==> src/hw/rtl/lcf_pkg.sv <==
package lcf_pkg;

  localparam int unsigned ScoreW = 7;
  localparam int unsigned RunW   = 8;
  localparam int unsigned ErrW   = 6;

  localparam logic [ScoreW-1:0] ScoreMax    = 7'd100;
  localparam logic [RunW-1:0]   RunMax      = 8'd255;
  localparam logic [ScoreW-1:0] StepUp      = 7'd4;
  localparam logic [ScoreW-1:0] StepDown    = 7'd8;
  localparam logic [ScoreW-1:0] SyncHitAdd  = 7'd12;
  localparam logic [ScoreW-1:0] SyncMissSub = 7'd6;
  localparam logic [ScoreW-1:0] MacAdd      = 7'd20;
  localparam logic [ScoreW-1:0] IschAdd     = 7'd8;
  localparam logic [ScoreW-1:0] VoiceAdd    = 7'd4;
  localparam logic [ScoreW-1:0] FailSub     = 7'd6;
  localparam logic [ScoreW-1:0] ColdLimit   = 7'd20;
  localparam logic [ScoreW-1:0] AcqLimit    = 7'd25;
  localparam logic [ScoreW-1:0] HardLimit   = 7'd60;
  localparam logic [RunW-1:0]   MissLimit   = 8'd6;
  localparam logic [ErrW-1:0]   SyncThrRst  = 6'd4;

  typedef enum logic [2:0] {
    KIND_CARRIER  = 3'd0,
    KIND_TIMING   = 3'd1,
    KIND_SYNC     = 3'd2,
    KIND_EVIDENCE = 3'd3,
    KIND_FAILURE  = 3'd4,
    KIND_LOST     = 3'd5
  } kind_e;

  // lock state, held one-hot
  typedef enum logic [5:0] {
    LS_COLD     = 6'b000001,
    LS_ACQ_TIM  = 6'b000010,
    LS_ACQ_MAP  = 6'b000100,
    LS_RECOVER  = 6'b001000,
    LS_TRK_SOFT = 6'b010000,
    LS_TRK_HARD = 6'b100000
  } lock_state_e;

  localparam logic [2:0] CodeCold    = 3'd0;
  localparam logic [2:0] CodeAcqTim  = 3'd1;
  localparam logic [2:0] CodeAcqMap  = 3'd2;
  localparam logic [2:0] CodeRecover = 3'd3;
  localparam logic [2:0] CodeTrkSoft = 3'd4;
  localparam logic [2:0] CodeTrkHard = 3'd5;

  typedef struct packed {
    logic [2:0]      kind;
    logic            stable;
    logic [ErrW-1:0] sync_errors;
    logic            mac_crc_ok;
    logic            isch_ok;
    logic            voice_ok;
  } lcf_event_t;

  typedef struct packed {
    logic [ScoreW-1:0] carrier;
    logic [ScoreW-1:0] timing;
    logic [ScoreW-1:0] sync;
    logic [ScoreW-1:0] protocol;
    logic [RunW-1:0]   miss_run;
    logic [RunW-1:0]   fail_run;
    lock_state_e       lock;
  } lcf_state_t;

  typedef struct packed {
    logic [2:0]      lock_state;
    logic [2:0]      max_timing_phases;
    logic [3:0]      max_mapping_candidates;
    logic            full_grid_allowed;
    logic [RunW-1:0] protocol_failure_run;
  } lcf_result_t;

  function automatic logic [ScoreW-1:0] sat_add(input logic [ScoreW-1:0] v,
                                                input logic [ScoreW-1:0] d);
    logic [ScoreW:0] s;
    s = {1'b0, v} + {1'b0, d};
    return (s > {1'b0, ScoreMax}) ? ScoreMax : s[ScoreW-1:0];
  endfunction

  function automatic logic [ScoreW-1:0] sat_sub(input logic [ScoreW-1:0] v,
                                                input logic [ScoreW-1:0] d);
    return (v > d) ? (v - d) : '0;
  endfunction

  function automatic logic [RunW-1:0] run_inc(input logic [RunW-1:0] v);
    return (v == RunMax) ? RunMax : (v + 1'b1);
  endfunction

endpackage

==> src/hw/rtl/lcf_in_stage.sv <==
module lcf_in_stage
  import lcf_pkg::*;
(
  input  logic       clk_i,
  input  logic       rst_ni,
  input  logic       in_valid_i,
  output logic       in_ready_o,
  input  lcf_event_t in_event_i,
  input  logic       take_i,      // downstream consumes the held word
  output logic       held_valid_o,
  output lcf_event_t held_event_o
);

  logic       valid_q, valid_d;
  lcf_event_t event_q;

  assign in_ready_o = !valid_q || take_i;
  assign valid_d    = in_ready_o ? in_valid_i : valid_q;

  always_ff @(posedge clk_i or negedge rst_ni) begin
    if (!rst_ni) begin
      valid_q <= 1'b0;
    end else begin
      valid_q <= valid_d;
    end
  end

  always_ff @(posedge clk_i) begin
    if (in_ready_o && in_valid_i) begin
      event_q <= in_event_i;
    end
  end

  assign held_valid_o = valid_q;
  assign held_event_o = event_q;

endmodule

==> src/hw/rtl/lcf_update.sv <==
module lcf_update
  import lcf_pkg::*;
(
  input  lcf_event_t      event_i,
  input  lcf_state_t      state_i,
  input  logic [ErrW-1:0] sync_thr_i,
  output lcf_state_t      state_o,
  output lcf_result_t     result_o
);

  lcf_state_t  upd;
  lock_state_e picked;
  logic        rescore;

  // score and run updates
  always_comb begin
    upd     = state_i;
    rescore = 1'b1;
    case (event_i.kind)
      KIND_CARRIER: begin
        upd.carrier = event_i.stable ? sat_add(state_i.carrier, StepUp)
                                     : sat_sub(state_i.carrier, StepDown);
      end
      KIND_TIMING: begin
        upd.timing = event_i.stable ? sat_add(state_i.timing, StepUp)
                                    : sat_sub(state_i.timing, StepDown);
      end
      KIND_SYNC: begin
        if (event_i.sync_errors <= sync_thr_i) begin
          upd.sync     = sat_add(state_i.sync, SyncHitAdd);
          upd.miss_run = '0;
        end else begin
          upd.sync     = sat_sub(state_i.sync, SyncMissSub);
          upd.miss_run = run_inc(state_i.miss_run);
        end
      end
      KIND_EVIDENCE: begin
        // each step caps at the max, so chaining the adds matches one capped sum
        if (event_i.mac_crc_ok) upd.protocol = sat_add(upd.protocol, MacAdd);
        if (event_i.isch_ok)    upd.protocol = sat_add(upd.protocol, IschAdd);
        if (event_i.voice_ok)   upd.protocol = sat_add(upd.protocol, VoiceAdd);
        if (event_i.mac_crc_ok || event_i.isch_ok || event_i.voice_ok) begin
          upd.fail_run = '0;
        end
      end
      KIND_FAILURE: begin
        upd.protocol = sat_sub(state_i.protocol, FailSub);
        upd.fail_run = run_inc(state_i.fail_run);
      end
      KIND_LOST: begin
        upd     = '{default: '0, lock: LS_COLD};
        rescore = 1'b0;
      end
      default: begin
        rescore = 1'b0;
      end
    endcase
  end

  // priority of threshold tests
  always_comb begin
    if (upd.carrier < ColdLimit || upd.timing < ColdLimit) begin
      picked = LS_COLD;
    end else if (upd.miss_run >= MissLimit) begin
      picked = LS_RECOVER;
    end else if (upd.sync < AcqLimit) begin
      picked = LS_ACQ_TIM;
    end else if (upd.protocol < AcqLimit) begin
      picked = LS_ACQ_MAP;
    end else if (upd.protocol >= HardLimit && upd.sync >= HardLimit) begin
      picked = LS_TRK_HARD;
    end else begin
      picked = LS_TRK_SOFT;
    end
  end

  always_comb begin
    state_o = upd;
    if (rescore) begin
      state_o.lock = picked;
    end
  end

  always_comb begin
    result_o.protocol_failure_run = state_o.fail_run;
    unique case (state_o.lock)
      LS_COLD: begin
        result_o.lock_state = CodeCold;
        result_o.max_timing_phases = 3'd6;
        result_o.max_mapping_candidates = 4'd0;
        result_o.full_grid_allowed = 1'b1;
      end
      LS_ACQ_TIM: begin
        result_o.lock_state = CodeAcqTim;
        result_o.max_timing_phases = 3'd6;
        result_o.max_mapping_candidates = 4'd0;
        result_o.full_grid_allowed = 1'b1;
      end
      LS_ACQ_MAP: begin
        result_o.lock_state = CodeAcqMap;
        result_o.max_timing_phases = 3'd4;
        result_o.max_mapping_candidates = 4'd0;
        result_o.full_grid_allowed = 1'b1;
      end
      LS_RECOVER: begin
        result_o.lock_state = CodeRecover;
        result_o.max_timing_phases = 3'd3;
        result_o.max_mapping_candidates = 4'd8;
        result_o.full_grid_allowed = 1'b0;
      end
      LS_TRK_SOFT: begin
        result_o.lock_state = CodeTrkSoft;
        result_o.max_timing_phases = 3'd2;
        result_o.max_mapping_candidates = 4'd2;
        result_o.full_grid_allowed = 1'b0;
      end
      LS_TRK_HARD: begin
        result_o.lock_state = CodeTrkHard;
        result_o.max_timing_phases = 3'd1;
        result_o.max_mapping_candidates = 4'd1;
        result_o.full_grid_allowed = 1'b0;
      end
      default: begin
        result_o.lock_state = CodeCold;
        result_o.max_timing_phases = 3'd6;
        result_o.max_mapping_candidates = 4'd0;
        result_o.full_grid_allowed = 1'b1;
      end
    endcase
  end

endmodule

==> src/hw/rtl/demod_lock_confidence_fsm.sv <==
// Channel   | Dir | Payload
// s_axis    | in  | tuser = kind[2:0]; tdata = stable, sync_errors, mac_crc_ok, isch_ok, voice_ok
// m_axis    | out | tdata = lock_state, max_timing_phases, max_mapping_candidates,
//           |     |         full_grid_allowed, protocol_failure_run
// cfg       | in  | cfg_we_i / cfg_wdata_i = sync_error_threshold (6 bits)
//
// One word per cycle sustained while m_axis is ready; a result passes from its word
// through the input register, then the scoring update into the result register.
// The scores, run counters and lock state update straight from the input register,
// so back-to-back words see each other's effect with no bubble.
// Reset clears scores, counters and both valids; state is Cold, threshold is 4.
// A stall on m_axis holds the result; the input register still takes one more word.
module demod_lock_confidence_fsm
  import lcf_pkg::*;
(
  input  logic        clk_i,
  input  logic        rst_ni,
  // config
  input  logic        cfg_we_i,
  input  logic [5:0]  cfg_wdata_i,
  // input stream
  input  logic        s_axis_tvalid,
  output logic        s_axis_tready,
  input  logic [2:0]  s_axis_tuser,   // [2:0] kind
  input  logic [15:0] s_axis_tdata,   // [0] stable, [6:1] sync_errors, [7] mac_crc_ok,
                                      // [8] isch_ok, [9] voice_ok, [15:10] zero
  // result stream
  output logic        m_axis_tvalid,
  input  logic        m_axis_tready,
  output logic [23:0] m_axis_tdata    // [2:0] lock_state, [5:3] max_timing_phases,
                                      // [9:6] max_mapping_candidates,
                                      // [10] full_grid_allowed,
                                      // [18:11] protocol_failure_run, [23:19] zero
);

  logic [ErrW-1:0] sync_thr_q;

  lcf_event_t  in_event;
  lcf_event_t  held_event;
  logic        held_valid;
  logic        advance;

  lcf_state_t  state_q, state_d;
  lcf_result_t result_d, result_q;
  logic        out_valid_q, out_valid_d;

  assign in_event = '{
    kind:        s_axis_tuser,
    stable:      s_axis_tdata[0],
    sync_errors: s_axis_tdata[6:1],
    mac_crc_ok:  s_axis_tdata[7],
    isch_ok:     s_axis_tdata[8],
    voice_ok:    s_axis_tdata[9]
  };

  // the held word moves on when the result slot is empty or being drained
  assign advance = held_valid && (!out_valid_q || m_axis_tready);

  lcf_in_stage u_in_stage (
    .clk_i        (clk_i),
    .rst_ni       (rst_ni),
    .in_valid_i   (s_axis_tvalid),
    .in_ready_o   (s_axis_tready),
    .in_event_i   (in_event),
    .take_i       (advance),
    .held_valid_o (held_valid),
    .held_event_o (held_event)
  );

  lcf_update u_update (
    .event_i    (held_event),
    .state_i    (state_q),
    .sync_thr_i (sync_thr_q),
    .state_o    (state_d),
    .result_o   (result_d)
  );

  assign out_valid_d = advance ? 1'b1 : (m_axis_tready ? 1'b0 : out_valid_q);

  always_ff @(posedge clk_i or negedge rst_ni) begin
    if (!rst_ni) begin
      sync_thr_q  <= SyncThrRst;
      state_q     <= '{default: '0, lock: LS_COLD};
      out_valid_q <= 1'b0;
    end else begin
      if (cfg_we_i) begin
        sync_thr_q <= cfg_wdata_i;
      end
      if (advance) begin
        state_q <= state_d;
      end
      out_valid_q <= out_valid_d;
    end
  end

  always_ff @(posedge clk_i) begin
    if (advance) begin
      result_q <= result_d;
    end
  end

  assign m_axis_tvalid = out_valid_q;
  assign m_axis_tdata  = {5'd0,
                          result_q.protocol_failure_run,
                          result_q.full_grid_allowed,
                          result_q.max_mapping_candidates,
                          result_q.max_timing_phases,
                          result_q.lock_state};

  // fully-lost word clears every score and counter
  a_lost_clears: assert property (@(posedge clk_i) disable iff (!rst_ni)
    (advance && held_event.kind == KIND_LOST) |=>
      (state_q.carrier == '0 && state_q.timing == '0 && state_q.sync == '0 &&
       state_q.protocol == '0 && state_q.miss_run == '0 && state_q.fail_run == '0 &&
       state_q.lock == LS_COLD))
    else $error("fully-lost event did not clear state");

  // hard tracking needs both sync and protocol confidence
  a_hard_scores: assert property (@(posedge clk_i) disable iff (!rst_ni)
    (state_q.lock == LS_TRK_HARD) |->
      (state_q.sync >= HardLimit && state_q.protocol >= HardLimit))
    else $error("tracking hard without enough confidence");

  // a stalled result freezes the supervisor state
  a_stall_holds: assert property (@(posedge clk_i) disable iff (!rst_ni)
    (out_valid_q && !m_axis_tready) |=> $stable(state_q))
    else $error("state moved while result stalled");

  // scores never pass the cap
  a_score_cap: assert property (@(posedge clk_i) disable iff (!rst_ni)
    advance |=> (state_q.carrier <= ScoreMax && state_q.timing <= ScoreMax &&
                 state_q.sync <= ScoreMax && state_q.protocol <= ScoreMax))
    else $error("score above cap");

endmodule

==> config.mk <==
export PLATFORM = sky130hd
export DESIGN_NAME = demod_lock_confidence_fsm
export DESIGN_NICKNAME = d
export VERILOG_FILES = /design/src/hw/rtl/lcf_pkg.sv /design/src/hw/rtl/lcf_in_stage.sv /design/src/hw/rtl/lcf_update.sv /design/src/hw/rtl/demod_lock_confidence_fsm.sv
export SDC_FILE = /design/constraint.sdc
export NUM_CORES = 1
export LEC_CHECK = 0
export ABC_AREA = 1
export BUFFER_PORTS_ARGS = -buffer_cell sky130_fd_sc_hd__buf_2
export CORE_ASPECT_RATIO = 0.8
export CORE_UTILIZATION = 65
export DETAILED_ROUTE_END_ITERATION = 8
export GPL_TIMING_DRIVEN = 0
export PLACE_DENSITY = 0.88
export SKIP_CTS_REPAIR_TIMING = 1
export SYNTH_ARGS = -nofsm -noshare
export SYNTH_HDL_FRONTEND = slang
export SYNTH_SLANG_ARGS = --single-unit
==> constraint.sdc <==
create_clock -name clk_i -period 7.67 [get_ports clk_i]
set_clock_uncertainty 0.05 [all_clocks]
set_input_delay 0.3835 -clock clk_i [delete_from_list [all_inputs] [get_ports clk_i]]
set_output_delay 0.3835 -clock clk_i [all_outputs]
set_load 0.02 [all_outputs]
==> key figures, run 1 <==
Run status
  – Outcome: finished clean

Routing
  – Final WL: 14.4 mm
  – DR pass1 iterations: 5
  – Routed Antenna Nets: 0
  – Vias: 5582
  – Drt first-iter violations: 463
  – Remaining DRCs: 0
  – Post-DR vias/cell: 5.78
  – DR WL/cell: 15.0 µm

Layout
  – Area growth, synth to finish: 11.7%
  – Storage element area: 2250 µm²
  – Share of layout cells above drive strength 1: 15.6%
  – Diode count: 0
  – Final non-filler cell total: 965
  – Nets: 908
  – Area of the multi-input gates: 3120 µm²
  – Most common cell after layout, fill and taps aside: nand2_1
  – Fill count: 634
  – Final core utilization: 76.7%
  – Most frequent cells in the layout: nand2_1 (169), inv_1 (119), o21ai_0 (97)

Logic synthesis
  – Register area share after synthesis: 37.8%
  – Mux cell area share after synthesis: 0.189%
  – Yosys cell types: 53
  – Mapped Cells: 789
  – Async S/R FF share, synth: 64.3%
  – Post-synth EDFFs: 30
  – Synthesized area: 5960 µm²
  – Compound-gate portion of the synthesized area: 17.1%
  – XOR/XNOR Fraction of Synth Area: 2.65%
  – Adder-Cell Fraction of Synth Area: 6.30%
  – Prevailing post-synth register cell: dfrtp_1
  – Yosys warning total: 0
  – Simple-Gate Fraction of Synth Area: 25.8%
  – Post-synthesis average cell area: 7.55 µm²
  – #FFs+latches synth: 84
  – Combinational family with the most area after synthesis: simple AND/OR/NAND/NOR gates

Clock network
  – Clk root buf: clkbuf_16
  – CTS max path bufs: 2
  – CTS tree: yes
  – Number of clock sinks: 84
  – Htree depth: 3
  – Clock insertion delay at the later pin of the skew report: 0.34 ns
  – CTS clk-pin slew, worst paths: 0.06 ns
  – CTS Buf Count: 9

Global routing
  – Gr ovfl total: 0
  – Antenna violations before repair: 0
  – First-pass GRT wire length: 23.7 mm
  – Vias in the first global route: 5217
  – GR Util All Layers: 31.8%
  – Largest net degree at the start of global routing: 55

Power
  – Net Sw Frac: 45.2%
  – Combinational power share: 48.9%
  – Clock power frac: 20.8%
  – Flop pwr share: 30.3%
  – VDD IR max: 0.184 mV
  – Internal power: 1.24 mW
  – P_sw: 1.02 mW
  – Lkg Pwr: 3.24 nW
  – Power density over the cells: 340 nW/µm²

STA
  – RSZ-0062 raised after global routing: false
  – Endpoints failing hold: 0
  – Endpoints failing setup: 0
  – Slew of the pin with the lowest slew margin: 0.745 ns
  – Setup TNS: 0 ns
  – Tmin final: 4.83 ns
  – Worst slew margin: 50.1%
  – FMAX: 0.207 GHz
  – Max Slew Vio Count: 0
  – Fin crit share: 63.0%

Place
  – Placed cells: 949
  – RD Place Congestion: 0.918
  – HPWL after DPL: 10.5 mm
  – I/O Buffers: 43

Critical path
  – Worst Path Max Fanout: 7
  – CP Data Required Time: 7.72 ns
  – Crit Path Category: register to register
  – Slowest stage delay, CP: 0.53 ns
  – WP data arrival: 4.88 ns
  – Crit. End Element: register
  – Worst path most repeated cell: nand2_1
  – Critical path's slowest cell: dfrtp_1
  – Crit start category: register

Die
  – Die height: 87.6 µm
  – Initial core utilization: 68.7%
  – Die X: 109 µm
  – Die Area: 9550 µm²
  – # rows: 30
  – Core footprint: 8670 µm²
  – Top Ports: 56

Flow run
  – Max-cap viol count: 0

Worst hold path
  – HP Class: input port to asynchronous set/reset pin
cell usage after synthesis (3+ instances only):
cell type	n	area share, %
nand2_1	169	11
inv_1	119	7.5
o21ai_0	97	8.1
nor2_1	68	4.3
dfrtp_1	52	22
edfxtp_1	30	15
ha_1	30	6.3
nand3_1	26	2.2
a21oi_1	24	2.0
nand2_2	17	1.8
o22ai_1	17	1.8
xor2_1	16	2.4
nor3_1	14	1.2
clkbuf_1	11	0.69
nand3_2	11	1.8
o211ai_1	9	1.1
buf_4	8	1.0
nand2_4	7	1.3
nor2_2	5	0.53
inv_2	4	0.25
a211oi_1	3	0.38
a21oi_2	3	0.44
buf_2	3	0.25
nand4_1	3	0.32
o21ai_2	3	0.44
o31ai_1	3	0.38
final timing paths:
| path | start | to | slack, ns | cells after the start |
|---|---|---|---|---|
| max | state_q[25] | m_axis_tdata[4] | 2.84 | 38 |
| min | rst_ni | sync_thr_q[0] | 0.03 | 1 |
| max reg2reg | state_q[25] | m_axis_tdata[4] | 2.84 | 38 |
| min reg2reg | sync_thr_q[2] | sync_thr_q[2] | 0.45 | 2 |
| max in group asynchronous | rst_ni | state_q[23] | 7.04 | 1 |
| min in group clk_i | s_axis_tdata[5] | u_in_stage.held_event_o[7] | 0.16 | 1 |
power groups by stage:
stage	logic (mW)	clock network [mW]	registers [mW]
floorplan	0.820	0	0.685
finish	1.11	0.469	0.685
CTS	1.09	0.471	0.682
global placement	1.02	0	0.681
global route	1.24	0.488	0.698
detailed placement	1.07	0	0.689
metrics by stage:
step           area (µm²)  power (mW)  hold WS, ns  setup slack [ns]
2_1_floorplan        5980        1.50       0.0379              3.55
3_3_place_gp         6330        1.70        0.414              3.17
3_5_place_dp         6330        1.76        0.434              2.93
4_1_cts              6650        2.24        0.159              2.90
5_1_grt              6650        2.42       0.0964              2.42
6_report             6650        2.26       0.0286              2.84
per-layer routing:
metal | up-vias | track usage, % | routed length [µm]
met4 | 0 | 11.4 | 323
met2 | 274 | 52.0 | 6610
met5 | - | 0 | 0
met3 | 48 | 6.55 | 1090
met1 | 2571 | 42.0 | 6410
li1 | 2689 | - | -
cell families after synthesis:
kind of cell	Yosys count
AOI/OAI and AO/OA	174
DFF	84
other	1
xor gates and xnor gates	18
muxes	1
buffers and inverters	150
adders and majority gates	30
and+or+nand+nor	331
sequential cells by signal, summed over array words and instances (netlist names):
name                     count
state_q                     46
m_axis_tdata                17
u_in_stage.held_event_o     13
sync_thr_q                   6
m_axis_tvalid                1
u_in_stage.held_valid_o      1
layout make-up:
cell class	instances	area share, %
clock buffer	10	3.44
multi-input combinational	560	46.9
inverter	126	7.18
buffer	24	1.88
timing repair buffer	43	3.27
clock inverter	6	1.34
sequential	84	33.9
tap	112	2.11
worst max-delay path: cells and delay by family, from the launching register on:
family          cells  cell delay, ns
fa+ha+maj           3            0.71
buf+inv             5            0.31
simple gates       27            2.46
flops               1            0.53
compound gates      3            0.54
No activity file was read; power rests on OpenSTA's default activity.
==> run 2: changes to the inputs <==
- CORE_UTILIZATION: 65 -> 61
- PLACE_DENSITY: 0.88 -> 0.84
- clock period: 7.67 -> 5.05 ns (I/O delays scaled with it)
==> run 2 against run 1 <==
Critical path depth stayed put. Sequential share of layout area hardly changed. Setup slack worse by 2.5 ns. Count of clock-buffer cells in the layout is 2 higher. Worst hold slack hardly changed. Flip-flop and latch count stayed put. Routed wire length is 4.1% lower. Power is 48% higher. Combinational power is 50% higher. Final cell count is 0.41% higher. Sequential power is 52% higher. Register-to-register slack worse by 2.5 ns.
==> key figures, run 2 (synthesis gave the netlist of run 1 again) <==
STA
  – Max Slew Vio Count: 0
  – Endpoints failing hold: 0
  – RSZ-0062 raised after global routing: false
  – Endpoints failing setup: 0
  – Tmin final: 4.67 ns
  – Setup TNS: 0 ns
  – Fin crit share: 92.4%
  – Worst slew margin: 46.4%
  – FMAX: 0.214 GHz
  – Slew of the pin with the lowest slew margin: 0.801 ns

Critical path
  – Worst path most repeated cell: nand2_1
  – Worst Path Max Fanout: 7
  – WP data arrival: 4.71 ns
  – FF-to-FF setup slack: 0.38 ns
  – Crit Path Category: register to register
  – R2R cell count: 38
  – RR Startpoint: state_q[24]
  – CP Data Required Time: 5.09 ns
  – Critical path's slowest cell: dfrtp_1
  – Crit. End Element: register
  – Slowest stage delay, CP: 0.47 ns
  – Crit start category: register
  – Endpoint of the worst register-to-register path: m_axis_tdata[0]

Global routing
  – GR Util All Layers: 28.9%
  – Antenna violations before repair: 0
  – Vias in the first global route: 5173
  – Largest net degree at the start of global routing: 55
  – First-pass GRT wire length: 23.5 mm
  – Gr ovfl total: 0

Worst hold path
  – Hold Startpoint: s_axis_tuser[1]
  – Hold path depth: 1
  – WHS Endpoint: u_in_stage.held_event_o[11]
  – HP Class: input port to register

Place
  – HPWL after DPL: 10.0 mm
  – RD Place Congestion: 0.947
  – Placed cells: 952
  – I/O Buffers: 43

Layout
  – Storage element area: 2260 µm²
  – Reg with most FFs: state_q
  – Most frequent cells in the layout: nand2_1 (169), inv_1 (119), o21ai_0 (97)
  – Area of the multi-input gates: 3130 µm²
  – Share of layout cells above drive strength 1: 15.8%
  – Final non-filler cell total: 969
  – Fill count: 722
  – Area growth, synth to finish: 11.8%
  – Most common cell after layout, fill and taps aside: nand2_1
  – Largest register FFs: 46
  – Diode count: 0
  – Nets: 910

Die
  – Top Ports: 56
  – Die height: 90.4 µm
  – Initial core utilization: 64.3%
  – Core footprint: 9270 µm²
  – Die Area: 10200 µm²
  – # rows: 31
  – Die X: 112 µm

Routing
  – Vias: 5503
  – DR WL/cell: 14.3 µm
  – Post-DR vias/cell: 5.68
  – Routed Antenna Nets: 0
  – Final WL: 13.8 mm
  – Drt first-iter violations: 503
  – Remaining DRCs: 0
  – DR pass1 iterations: 5

Power
  – VDD IR max: 0.268 mV
  – Power density over the cells: 502 nW/µm²
  – Lkg Pwr: 3.24 nW

Flow run
  – Max-cap viol count: 0

Run status
  – Outcome: finished clean

Clock network
  – CTS Buf Count: 9
  – CTS tree: yes
  – Number of clock sinks: 84
  – Clk root buf: clkbuf_16
  – Clock insertion delay at the later pin of the skew report: 0.35 ns
  – CTS clk-pin slew, worst paths: 0.06 ns
  – CTS max path bufs: 2
  – Htree depth: 3
[run 2: cell count changes in the layout (fill, tap and decap cells not counted), sizes merged]
cell         previous run  this run
buf                    56        57
bufinv                  2         0
clkbuf                 21        23
clkinv                  3         2
clkinvlp                1         2
dlygate4sd3             0         1
inv                   126       125
[run 2: how the worst max path moves through the flow]
| stage | from | end | slack [ns] | cells after the start |
|---|---|---|---|---|
| CTS | state_q[25] | m_axis_tdata[4] | 0.36 | 38 |
| floorplan | state_q[24] | m_axis_tdata[0] | 0.93 | 38 |
| global route | state_q[24] | m_axis_tdata[4] | 0.06 | 39 |
| detailed placement | state_q[25] | m_axis_tdata[4] | 0.38 | 38 |
| global placement | state_q[25] | m_axis_tdata[4] | 0.53 | 39 |
| finish | state_q[24] | m_axis_tdata[0] | 0.38 | 38 |
[run 2: metrics by stage]
stage / util (%) / hold WS [ns] / setup WS [ns] / instance area (µm²) / total power, mW
after floorplan: - / -0.0931 / 0.928 / 5980 / 2.29
after global placement: 68.3 / 0.379 / 0.527 / 6330 / 2.58
after detailed placement: 68.3 / 0.381 / 0.384 / 6330 / 2.65
after CTS: 71.4 / 0.0259 / 0.359 / 6620 / 3.31
after global routing: 71.9 / 0.0186 / 0.0582 / 6660 / 3.60
final: 71.9 / 0.0283 / 0.385 / 6660 / 3.35
[run 2: final cells by class]
class	instances	share of cell area, %
Inverter	126	7.18
Timing Repair Buffer	45	3.64
Clock inverter	3	0.301
Multi-Input combinational cell	560	47.0
Clock buffer	12	4.02
Sequential cell	84	33.9
Tap cell	115	2.16
Buffer	24	1.86
[run 2: report_power, final]
| group | switching [mW] | internal, mW | leakage, nW |
|---|---|---|---|
| registers | 0.147 | 0.892 | 0.988 |
| clock network | 0.265 | 0.373 | 0.136 |
| logic | 1.11 | 0.564 | 2.11 |
| total | 1.52 | 1.83 | 3.24 |
[run 2: layer usage]
metal	GRT usage [%]	part of all wire [%]	wire, µm
met4	9.33	2.2	301
met2	45.4	45	6250
met3	6.91	8.4	1170
met5	0	0	0
met1	39.3	44	6130
[run 2: critical path, delay by kind of cell (launching register included)]
kind / cells / cell delay [ns]
AND/OR/NAND/NOR: 25 / 2.21
adder cells (fa/ha/maj): 3 / 0.73
buffers and inverters: 7 / 0.45
flip-flops: 1 / 0.47
AO/OA/AOI/OAI: 3 / 0.49
